### config.mk
export PLATFORM = sky130hd
export DESIGN_NAME = reas_ram
export DESIGN_NICKNAME = d
export VERILOG_FILES = /design/src/rtl/reas_ram.sv
export SDC_FILE = /design/constraint.sdc
export NUM_CORES = 2
export LEC_CHECK = 0
export ABC_AREA = 1
export BUFFER_PORTS_ARGS = -buffer_cell sky130_fd_sc_hd__buf_4
export CORE_UTILIZATION = 30
export CTS_BUF_LIST = sky130_fd_sc_hd__clkbuf_8
export DETAILED_ROUTE_END_ITERATION = 12
export GPL_TIMING_DRIVEN = 0
export MAX_ROUTING_LAYER = met4
export PLACE_DENSITY = 0.56
export REMOVE_ABC_BUFFERS = 1
export SYNTH_ARGS = -nofsm -noshare
export SYNTH_HDL_FRONTEND = slang
export SYNTH_SLANG_ARGS = --single-unit
export TNS_END_PERCENT = 30
### constraint.sdc
create_clock -name i_clk -period 1.6 [get_ports i_clk]
set_input_delay 0.16 -clock i_clk [delete_from_list [all_inputs] [get_ports i_clk]]
set_output_delay 0.16 -clock i_clk [all_outputs]
set_load 0.05 [all_outputs]
### src/rtl/reas_ram.sv
`default_nettype none
module reas_ram #(
    parameter int DW    = 8,
    parameter int DEPTH = 256,
    localparam int AW   = $clog2(DEPTH)
) (
    input  logic          i_clk,
    input  logic          i_we,
    input  logic [AW-1:0] i_waddr,
    input  logic [DW-1:0] i_wdata,
    input  logic [AW-1:0] i_raddr,
    output logic [DW-1:0] o_rdata
);

    logic [DW-1:0] r_mem [DEPTH];

    always_ff @(posedge i_clk) begin
        if (i_we) begin
            r_mem[i_waddr] <= i_wdata;
        end
        o_rdata <= r_mem[i_raddr];
    end

endmodule
`default_nettype wire

---- Word level (Yosys, flattened, before mapping) ----
Memory sizes are Yosys's and may differ from the RTL's. A register that Yosys moved wholly into a read port is not among the register bits.
Index checks and enable logic that the tools add are counted.
cells by class
  multiplexer cells ....................... 2
operators with widths
  operator           number
  1-bit two-way mux  2
storage, ports and cells
  flip-flop bits (word level) ............. 0
  memory bits (writable) .................. 2048
  input port bits ......................... 26
  output and inout bits ................... 8
  logic and storage cells ................. 3
  memories ................................ 1
memory list
  name   depth  bits a word  rd ports  clocked after Yosys merged registers in  write ports  line  source
  r_mem  256    8            1         1                                        1            15    logic [DW-1:0] r_mem [DEPTH];

---- Longest topological paths before layout ----
  depth after elaboration ................. 2
  depth in mapped cells ................... 15
  gate-level depth less buffers ........... 11

---- Least setup slack after synthesis ----
Ideal clock, no wire load.
  path kind ............................... input port to flip-flop
  from .................................... input i_we
  to ...................................... memory r_mem[162][0] (enable)
  setup time .............................. 0.370 ns
  arrival ................................. 1.281 ns
  data required time ...................... 1.230 ns
  slack ................................... -0.051 ns
  cell stages on the path ................. 4
  buffers on the path ..................... 2
  path through ............................ clkbuf_1 -> nand3_1 -> clkbuf_1 -> nor2_1
between the ends
  word-level cells in the longest chain between the ends .. 2
ends and longest elaborated chain
  item                                     line  source
  start: declaration                       8     input logic i_we,
  1-bit two-way mux                        18    if (i_we) begin
  1-bit two-way mux (not written as such)  19    r_mem[i_waddr] <= i_wdata;
  end: declaration                         15
Every way passes these cells.

---- Final worst setup path ----
  from .................................... input i_waddr[4]
  to ...................................... memory r_mem[167][1] (enable)
RTL lines
  item                line  source
  start: declaration  9     input logic [AW-1:0] i_waddr,
No word-level cell before the write port.

==> summary.md <==
| Metric | Value |
|---|---|
| Most frequent cells in the layout | nand2_1 (2066), edfxtp_1 (2048), nand3_1 (1652), clkbuf_8 (321), nand3_2 (287) |
| Final wirelength | 267000 µm |
| Worst Slack Setup Final | -385 ps |
| Row count | ~190 |
| Register Area | roughly 62000 µm² |
| I/O Buffers | 33 |
| Final setup vio count | 1227 |
| Mapped cell area | ~83000 µm² |
| Finished Cell Area | ~100000 µm² |
| Simple-gate share of the synthesized area | ~23% |
| Required @ worst endpoint | around 2100 ps |
| Final #Nets | slightly above 7000 |
| Pwr Total | 109000 µW |
| Synth Area in Adders | 0% |
| Avg WL per Cell | around 24 µm |
| Min-delay worst type | primary input to flop |
| LEAKAGE | around 0.034 µW |
| Synth Area in Compound Gates | 0% |
| Register area share after synthesis | 73.9% |
| Die H | around 530 µm |
| Type of the worst setup path | primary input to flop |
| Total GRT Usage | 18.6% |
| Cells after synthesis | between 7000 and 8000 |
| Achievable Freq | 504 MHz |
| DIE AREA | 280000 µm² |
| Dpl cell area | 87500 µm² |
| #FFs+latches synth | 2056 |
| Footprint of the multi-input gates | roughly 22000 µm² |
| Vias per Instance | between 5 and 6 |
| Antenna violations before repair | 8 |
| WP data arrival | about 2500 ps |
| Period utilization | 124% |
| Status | complete, but fails checks |
| Largest area contributor in the netlist | edfxtp_1 |
| Final Wtd Congestion | between 0.8 and 0.9 |
| Area share of the largest cell type after synthesis | about 74% |
| Max_cap viols | 0 |
| Synth Area in XOR/XNOR | 0% |
| Crit Path Max Fanout | 16 |
| Reg2reg path depth | 10 |
| Failing checks | negative setup slack |
| H-tree levels | 5 |
| Worst slew margin | under 10% |
| Worst slew pin tran | between 1000 and 1500 ps |
| Post-synthesis mux area share | 0% |
| Final HPWL DP | between 100000 and 150000 µm |
| Fin crit period | ~2000 ps |
| DR pass1 iterations | 6 |
| 1st-iter DRT viols | ~6300 |
| Share of cells above drive strength 1 | 14.4% |
| Vias | 56421 |
| DRC | 0 |
| Top-Level Pins | 34 |
| Crit end category | flop |
| Setup repair after global routing missed its margin | yes |
| # placed instances | 10314 |
| Number of global-route vias before repair | approximately 53000 |
| Max IR drop VDD | 0.000582 V |
| Final hold viol count | 0 |
| Post-synth cell types | 14 |
| Global route overflow | 0 |
| Slew Limit Fails | 0 |
| Initial Util | between 30 and 40% |
| Clock sinks | 2056 |
| Type of origin of the critical path | primary input |
| Inserted Clock Buffers | 315 |
| Largest family of logic cells by synthesized area | simple AND/OR/NAND/NOR gates |
| Post-route insts no fill | about 11000 |
| Die X-Extent | roughly 530 µm |
| Skew final | 57.5 ps |
| Filler cell count | roughly 27000 |
| First-pass GRT wire length | 373000 µm |
| Post-synthesis area per instance | roughly 12 µm² |
| WHS | 142 ps |
| Hold-critical path depth | 6 |
| Core area | 276000 µm² |
| Syn-to-layout area delta | 18.3% |
| Clock Path Buffers | 4 |
| Top cells by area, synth | edfxtp_1 (74%), nand3_1 (12%), nand2_1 (9.6%) |
| Final ANT Viol Nets | 0 |
| Largest net degree at the start of global routing | roughly 140 |
| Register clock-pin slew on the reported worst setup and hold paths | approximately 60 ps |
| Most common cell after layout, fill and taps aside | nand2_1 |
| Synthesis Warnings | 0 |
| Setup TNS | -194580 ps |
| Pwr dens | about 1100 nW/µm² |
| Worst-skew pair later-pin latency | 960 ps |
| CTS tree | yes |
| Root Driver | clkbuf_8 |
path summary, 6_finish.rpt:
check / from / end / slack (ps)
setup / recovery: i_waddr[4] / r_mem[167][1] / -390
hold / removal: i_waddr[2] / r_mem[144][6] / 140
setup reg to reg: r_mem[63][1] / o_rdata[1] / -80
hold reg to reg: r_mem[20][5] / o_rdata[5] / 1100
report_power, final:
part / switching [µW] / internal (µW) / leakage [µW]
sequential: 33.3 / 59400 / 0.0185
clock: 20500 / 19700 / 0.00314
combinational: 6540 / 2640 / 0.0124
total: 27100 / 81800 / 0.0340
critical path, cell delays in order:
cell,delay [ps]
buf_4,120
nor2_1,510
nand3_1,780
nor2_1,930
per-stage QoR:
step                      util, %  worst slack [ps]
after floorplan                 -             -4210
after global placement       31.0            -36060
after detailed placement     31.6             -3340
after CTS                    34.9              -252
after global routing         35.7              -410
final                        35.7              -385
cells in the mapped netlist:
cell / n
buf_2: 268
buf_6: 16
dfxtp_1: 8
buf_4: 46
inv_4: 1
buf_1: 40
clkbuf_1: 112
nand2_1: 2123
inv_1: 36
nand3_1: 2019
buf_8: 1
nor2_1: 283
edfxtp_1: 2048
inv_2: 2
cell families (layout without fill, tap and decap cells):
family	count (synthesis)	in the layout
buffers and inverters	522	807
DFF	2056	2056
and+or+nand+nor	4425	4425
other	0	11
sequential cells by signal (all words and copies together) (netlist names):
register,flops
r_mem,2048
o_rdata,8
area by class of cell:
| cell class | instances | area share, % |
|---|---|---|
| timing repair buffer | 217 | 4.65 |
| tap | 3705 | 4.70 |
| clock inverter | 220 | 1.12 |
| sequential | 2056 | 62.5 |
| clock buffer | 321 | 4.48 |
| multi-input combinational | 4425 | 22.2 |
| antenna | 11 | 0.0279 |
| timing repair inverter | 10 | 0.112 |
| inverter | 39 | 0.222 |
routing by layer:
metal | vias up | wire, µm | track usage (%)
met3 | 511 | 21500 | 2.68
met1 | 28137 | 108000 | 24.1
met2 | 2705 | 127000 | 29.5
met4 | 0 | 10500 | 7.45
li1 | 25068 | - | -
met5 | - | 0 | -
repair_timing:
action | CTS | global route
setup buffers | 14 | 23
gates cloned | 70 | 19
hold buffers | 13 | 0
pin swaps | 108 | 144
hold endpoints to repair | 974 | 0
endpoints found under the setup margin | 955 | 1495
gates resized for setup | 284 | 325
No activity file was read; power rests on OpenSTA's default activity.
