==> src/rtl/reas_pkg.sv <==
`default_nettype none
package reas_pkg;

    localparam int MAX_WIDTH  = 256;
    localparam int MAX_HEIGHT = 256;
    localparam int NPIX       = MAX_WIDTH * MAX_HEIGHT;
    localparam int ADDR_W     = $clog2(NPIX);
    localparam int DIM_W      = 9;
    localparam int CNT_W      = ADDR_W + 1;
    localparam int SIG_CH     = 3;
    localparam int GUIDE_CH   = 3;
    localparam int LANES      = SIG_CH + 1;
    localparam int ACC_W      = 56;
    localparam int DEC_W      = 17;
    localparam int RS_W       = 48;
    localparam int RW_W       = 40;
    localparam int CW_W       = 48;

    localparam logic [ACC_W-1:0] RS_MAX  = ACC_W'((64'd1 << RS_W) - 64'd1);
    localparam logic [ACC_W-1:0] RW_MAX  = ACC_W'((64'd1 << RW_W) - 64'd1);
    localparam logic [ACC_W-1:0] CS_MAX  = ACC_W'((64'd1 << ACC_W) - 64'd1);
    localparam logic [ACC_W-1:0] CW_MAX  = ACC_W'((64'd1 << CW_W) - 64'd1);
    localparam logic [ACC_W-1:0] ONE_ACC = ACC_W'(64'd1 << 16);
    localparam logic [DEC_W-1:0] ONE_DEC = DEC_W'(32'd1 << 16);

    // configuration register indexes
    localparam logic [1:0] CFG_THRESH = 2'd0;
    localparam logic [1:0] CFG_DECAY  = 2'd1;
    localparam logic [1:0] CFG_WIDTH  = 2'd2;
    localparam logic [1:0] CFG_HEIGHT = 2'd3;

    // input item function codes
    localparam logic FUNC_LOAD = 1'b0;
    localparam logic FUNC_READ = 1'b1;

    typedef struct packed {
        logic [SIG_CH-1:0][15:0]    sig;
        logic [GUIDE_CH-1:0][7:0]   guide;
        logic [SIG_CH-1:0][RS_W-1:0] row_s;
        logic [RW_W-1:0]            row_w;
        logic [SIG_CH-1:0][ACC_W-1:0] col_s;
        logic [CW_W-1:0]            col_w;
    } t_word;

    typedef struct packed {
        logic scale_en;
        logic step;
        logic use_prev;
        logic bwd;
    } t_lane_ctl;

endpackage
`default_nettype wire

==> src/rtl/reas_lane.sv <==
`default_nettype none
module reas_lane import reas_pkg::*; (
    input  logic             i_clk,
    input  t_lane_ctl        i_ctl,
    input  logic [DEC_W-1:0] i_decay,
    input  logic [ACC_W-1:0] i_x,
    input  logic [ACC_W-1:0] i_fwd,
    input  logic [ACC_W-1:0] i_maxv,
    output logic [ACC_W-1:0] o_out
);

    localparam int HI_W = ACC_W - 16 + DEC_W;
    localparam int LO_W = 16 + DEC_W;

    logic [ACC_W-1:0] r_acc;
    logic [ACC_W-1:0] r_scaled;
    logic [HI_W-1:0]  hi;
    logic [LO_W-1:0]  lo;
    logic [ACC_W+1:0] sc_sum;
    logic [ACC_W-1:0] prev;
    logic [ACC_W:0]   s1;
    logic [ACC_W:0]   s2;
    logic [ACC_W-1:0] acc_new;
    logic [ACC_W-1:0] sub;
    logic [ACC_W-1:0] out_b;

    // (acc * decay) >> 16, split so the fraction part rounds down exactly
    always_comb begin
        hi     = r_acc[ACC_W-1:16] * i_decay;
        lo     = r_acc[15:0] * i_decay;
        sc_sum = (ACC_W+2)'(hi) + (ACC_W+2)'(lo[LO_W-1:16]);
    end

    always_comb begin
        prev    = i_ctl.use_prev ? r_scaled : '0;
        s1      = {1'b0, i_x} + {1'b0, prev};
        acc_new = (s1 > {1'b0, i_maxv}) ? i_maxv : s1[ACC_W-1:0];
        // backward: forward result minus centre, plus backward accumulator
        sub     = (i_fwd > i_x) ? (i_fwd - i_x) : '0;
        s2      = {1'b0, sub} + {1'b0, acc_new};
        out_b   = (s2 > {1'b0, i_maxv}) ? i_maxv : s2[ACC_W-1:0];
        o_out   = i_ctl.bwd ? out_b : acc_new;
    end

    always_ff @(posedge i_clk) begin
        if (i_ctl.scale_en) begin
            r_scaled <= sc_sum[ACC_W-1:0];
        end
        if (i_ctl.step) begin
            r_acc <= acc_new;
        end
    end

endmodule
`default_nettype wire

==> config.mk <==
export PLATFORM = sky130hd
export DESIGN_NAME = reas_lane
export DESIGN_NICKNAME = d
export VERILOG_FILES = /design/src/rtl/reas_pkg.sv /design/src/rtl/reas_lane.sv
export SDC_FILE = /design/constraint.sdc
export NUM_CORES = 2
export LEC_CHECK = 0
export BUFFER_PORTS_ARGS = -buffer_cell sky130_fd_sc_hd__buf_2
export CORE_MARGIN = 4
export CORE_UTILIZATION = 60
export CTS_CLUSTER_DIAMETER = 120
export DETAILED_ROUTE_END_ITERATION = 7
export PLACE_DENSITY_LB_ADDON = 0.15
export SYNTH_ARGS = -nofsm -noshare
export SYNTH_HDL_FRONTEND = slang
export SYNTH_SLANG_ARGS = --single-unit
==> constraint.sdc <==
create_clock -name i_clk -period 17 [get_ports i_clk]
set_clock_uncertainty 0.1 [all_clocks]
set_input_delay 3.4 -clock i_clk [delete_from_list [all_inputs] [get_ports i_clk]]
set_output_delay 3.4 -clock i_clk [all_outputs]
set_load 0.005 [all_outputs]
# Yosys cells after proc, flatten, opt, wreduce, memory -nomap -nowiden
# Index checks and enable logic that the tools add are counted.
word_totals:
  ff_bits: 112
  elab_cells: 16
classes:
  muxes: 5
  addsub: 4
  magnitude_cmp: 3
  n_mul: 2
ops:
  columns: ["cell", "count"]
  rows:
  - ["two-way mux 56 bit", 5]
  - ["adder 56 x 56 -> 57 bit", 2]
  - ["greater-than comparator 57 x 56 -> 1 bit", 2]
  - ["adder 56 x 17 -> 56 bit", 1]
  - ["greater-than comparator 56 bit", 1]
  - ["multiplier 40 x 17 -> 56 bit", 1]
  - ["subtractor 56 bit", 1]
  - ["multiplier 16 x 17 -> 33 bit", 1]

# Longest topological paths before layout
logic_depth:
  depth_word: 8
  ltp_mapped: 54
  ltp_nobuf: 49

# Worst setup path before layout
# Ideal clock, no wire load.
synth_timing:
  path_type: "input port to output port"
  startpoint: "input port i_ctl[1] (netlist name)"
  endpoint: "output port o_out[29]"
  arrival_time_ns: 12.597
  t_required_ns: 13.500
  path_slack_ns: 0.903
  cell_stages: 49
  cell_sequence: "clkbuf_1 -> clkbuf_1 -> and2_1 -> ha_1 -> a211oi_2 -> nor2_1 -> a21oi_2 -> a21oi_2 -> or3_4 -> nand4b_1 -> a21oi_1 -> nor3_1 -> xnor2_1 -> ha_1 -> nand4_1 -> nor2_1 -> a2111oi_2 -> a21oi_1 -> [... 13 more ...] -> o21ai_0 -> o221ai_1 -> o21ai_1 -> o41ai_4 -> o31ai_2 -> nor2_1 -> ha_1 -> a21o_1 -> a21o_1 -> a21oi_1 -> nor2_1 -> nor4bb_1 -> o211ai_1 -> o21ai_1 -> o211ai_1 -> o21a_1 -> clkbuf_1 -> a221o_1"
synth_via:
  elab_chain_cells: 8
synth_rtl:
  columns: ["item", "line", "rtl"]
  rows:
  - ["start: declaration", "reas_lane.sv:4", "input t_lane_ctl i_ctl,"]
  - ["two-way mux 56 bit (*)", "reas_lane.sv:35", "prev = i_ctl.use_prev ? r_scaled : '0;"]
  - ["adder 56 x 56 -> 57 bit (*)", "reas_lane.sv:36", "s1 = {1'b0, i_x} + {1'b0, prev};"]
  - ["greater-than comparator 57 x 56 -> 1 bit", "reas_lane.sv:37", "acc_new = (s1 > {1'b0, i_maxv}) ? i_maxv : s1[ACC_W-1:0];"]
  - ["two-way mux 56 bit (*)", "reas_lane.sv:37", null]
  - ["named net acc_new[0]", "reas_lane.sv:23", "logic [ACC_W-1:0] acc_new;"]
  - ["adder 56 x 56 -> 57 bit (*)", "reas_lane.sv:40", "s2 = {1'b0, sub} + {1'b0, acc_new};"]
  - ["greater-than comparator 57 x 56 -> 1 bit", "reas_lane.sv:41", "out_b = (s2 > {1'b0, i_maxv}) ? i_maxv : s2[ACC_W-1:0];"]
  - ["two-way mux 56 bit (*)", "reas_lane.sv:41", null]
  - ["two-way mux 56 bit (*)", "reas_lane.sv:42", "o_out = i_ctl.bwd ? out_b : acc_new;"]
  - ["end: declaration", "reas_lane.sv:9", "output logic [ACC_W-1:0] o_out"]
# The timed path passes the listed nets; every way through them passes the cells marked *.

# Worst setup path in the final report
layout_timing:
  startpoint: "input port i_ctl[1] (netlist name)"
  endpoint: "output port o_out[37]"
# Same word-level chain as after synthesis.

==> impl_metrics.json <==
{
  "gpl.final_weighted_congestion": 1.06,
  "grt_max_degree": 57,
  "cpPeakStageDelay_ns": 0.42,
  "slowest_stage": "o32a_4",
  "worstPathArrival_ns": 13.26,
  "fin_area_um2": 53900,
  "setup.worst_path.start_class": "input port",
  "ys_seq_elements": 112,
  "cts_buffers": 9,
  "hold_depth": 5,
  "dpl_cell_area_um2": 52400,
  "syn_to_final_growth_pct": 12.5,
  "initial_core_util_pct": 60.6,
  "avgViaCountPerCell": 5.95,
  "hp-class": "register to register",
  "synth_top_area_share_pct": 33.2,
  "ys_top_cells_by_area": "fa_1, ha_1, inv_1",
  "io_pins": 246,
  "avgSynthCellArea_um2": 8.41,
  "wire_per_inst_um": 22.2,
  "yosys.area.top_type": "fa_1",
  "worstMarginPinSlew_ns": 1.06,
  "rr_worst_depth": 44,
  "first_pass_iters": 5,
  "first_iter_violations": 3439,
  "grtUsageTotal_pct": 37.2,
  "placed_cells": 7099,
  "hold_path_startpoint": "r_scaled[0]",
  "die_h_um": 291,
  "run_status": "finished, final reports clean",
  "hold_buffers": 0,
  "ys_warn_count": 0,
  "setup_tns_ns": 0,
  "r2r_setup_slack_ns": 3.49,
  "drc_errors": 0,
  "syn-cell-area_um2": 47900,
  "hold_end": "r_acc[0]",
  "grt_pass1_vias": 43800,
  "ant_nets": 0,
  "yosys.cell_types.count": 90,
  "path_max_fanout": 7,
  "timing.final.setup_violations": 0,
  "die_area_um2": 84500,
  "dp.final_hpwl_mm": 130,
  "worstPathRequired_ns": 13.50,
  "syn-instance-count": 5697,
  "wirelength_mm": 159,
  "cap_violations": 0,
  "clk_latency_ns": 0.39,
  "syn_nets": 7214,
  "ctsHtreeMaxLevel": 3,
  "clockBufferDepth": 2,
  "final_nets": 7612,
  "slew_violations": 0,
  "vias": 42500,
  "ys.flop_type": "edfxtp_1",
  "synth_edf_count": 112,
  "fin_crit_ns": 16.76,
  "die_w_um": 291,
  "hold_viol_final": 0,
  "clock_sinks": 112,
  "tritoncts": "yes",
  "crit_top_cell": "buf_4",
  "antenna_found_initial": 5,
  "portBuffers": 245,
  "grt_pass1_wl_mm": 247,
  "num_rows": 103,
  "r2r-end": "r_scaled[49]",
  "critPathKind": "input port to output port",
  "timing.rr.start": "r_acc[1]",
  "fmax_ghz": 0.0597,
  "clk_pin_slew_ns": 0.07,
  "overflow": 0,
  "synthArstFlopShare_pct": 0,
  "fin_crit_sh_pct": 98.6,
  "layout-drive-gt1-share_pct": 15.0,
  "relSlewSlack_pct": 28.9,
  "fin_util_pct": 68.2,
  "fin_cells": 7151,
  "cts-root-buf": "clkbuf_16",
  "fillers": 6626,
  "core_um2": 79100,
  "ys_seq_area_share_pct": 7.02,
  "end_kind": "output port"
}
[through the flow]
| step | hold slack, ns | setup slack [ns] |
|---|---|---|
| 6_report | 1.10 | 0.245 |
| 5_1_grt | 1.17 | -0.115 |
| 4_1_cts | 1.06 | 0.00823 |
| 3_5_place_dp | 1.08 | -0.449 |
| 3_3_place_gp | 1.07 | -0.150 |
| 2_1_floorplan | 0.638 | 0.903 |
[cell usage after synthesis (48+ instances only)]
library cell    n
edfxtp_1      112
a21oi_1       274
nand2_1       826
a21o_1        163
inv_1         994
nand3_1        57
xor2_1         74
clkbuf_1      239
nor2_1        239
xnor2_1       144
fa_1          795
mux2_2         48
nor3_1         48
o21bai_1       51
o21ai_0       144
nand4_1        70
and2_1        386
ha_1          532
[critical path, delay by kind of cell]
| kind | cells | cell delay (ns) |
|---|---|---|
| adders and majority gates | 4 | 1.20 |
| muxes | 1 | 0.18 |
| buffers and inverters | 11 | 1.69 |
| xor gates and xnor gates | 2 | 0.27 |
| AOI/OAI and AO/OA | 24 | 4.50 |
| and+or+nand+nor | 10 | 1.99 |
[registers in the layout (all words and copies together), names as in the netlist]
signal	flops
r_scaled	56
r_acc	56
[layout by cell type, fill, tap and decap left out, types with 43 or more instances in the layout]
cell type and count:
edfxtp_1 112, nor3_1 45, nand4_1 70, buf_4 398
xnor2_1 138, xor2_1 70, buf_2 244, nand2_1 823
a21oi_1 241, and2_1 383, o21bai_1 51, mux2_2 43
inv_1 993, o21ai_0 115, nand3_1 55, ha_1 505
nor2_1 230, fa_1 794, a21o_1 163
[cell type report]
| class | count | area, um^2 | share of cell area (%) |
|---|---|---|---|
| diodes | 1 | 2.50 | 0.00464 |
| clock buffers | 11 | 233 | 0.431 |
| clock inverters | 5 | 38.8 | 0.0719 |
| inverters | 994 | 3730 | 6.92 |
| multi-input cells | 4317 | 40700 | 75.5 |
| flip-flops and latches | 112 | 3360 | 6.24 |
| well taps | 1050 | 1310 | 2.44 |
| repair buffers | 661 | 4550 | 8.44 |
[timing repair]
action / 4_1_cts / 5_1_grt
setup buffers: 2 / 29
pin swaps: 5 / 86
resized for setup: 21 / 189
setup endpoints to repair: 56 / 56
cloned: 0 / 5
[routing by layer]
metal / part of all wire (%) / GRT usage, % / wire [um] / vias up
li1: - / - / - / 19100
met3: 10 / 7.10 / 16200 / 315
met1: 41 / 52.6 / 65700 / 21000
met5: 0.0044 / 0 / 7 / -
met2: 44 / 56.9 / 69700 / 2167
met4: 4.7 / 14.7 / 7490 / 2
[cell families after synthesis]
group	share of synthesized area (%)
simple gates	17.5
compound gates	13.1
xor+xnor	3.98
flops	7.02
mux	1.23
buf+inv	10.1
fa+ha+maj	47.1
[worst max-delay path by stage]
| stage | start | end | slack, ns | cells past startpoint |
|---|---|---|---|---|
| finish | i_ctl[1] | o_out[37] | 0.24 | 52 |
| global placement | i_ctl[1] | o_out[51] | -0.15 | 52 |
| floorplan | i_ctl[1] | o_out[29] | 0.90 | 49 |
| detailed placement | i_ctl[1] | o_out[47] | -0.45 | 52 |
| CTS | i_ctl[1] | o_out[16] | 0.008 | 48 |
| global route | i_ctl[1] | o_out[36] | -0.11 | 50 |
Power is left out: the tool's default activity adds up to more than one toggle a clock period on the data nets, which glitch-free logic cannot reach.
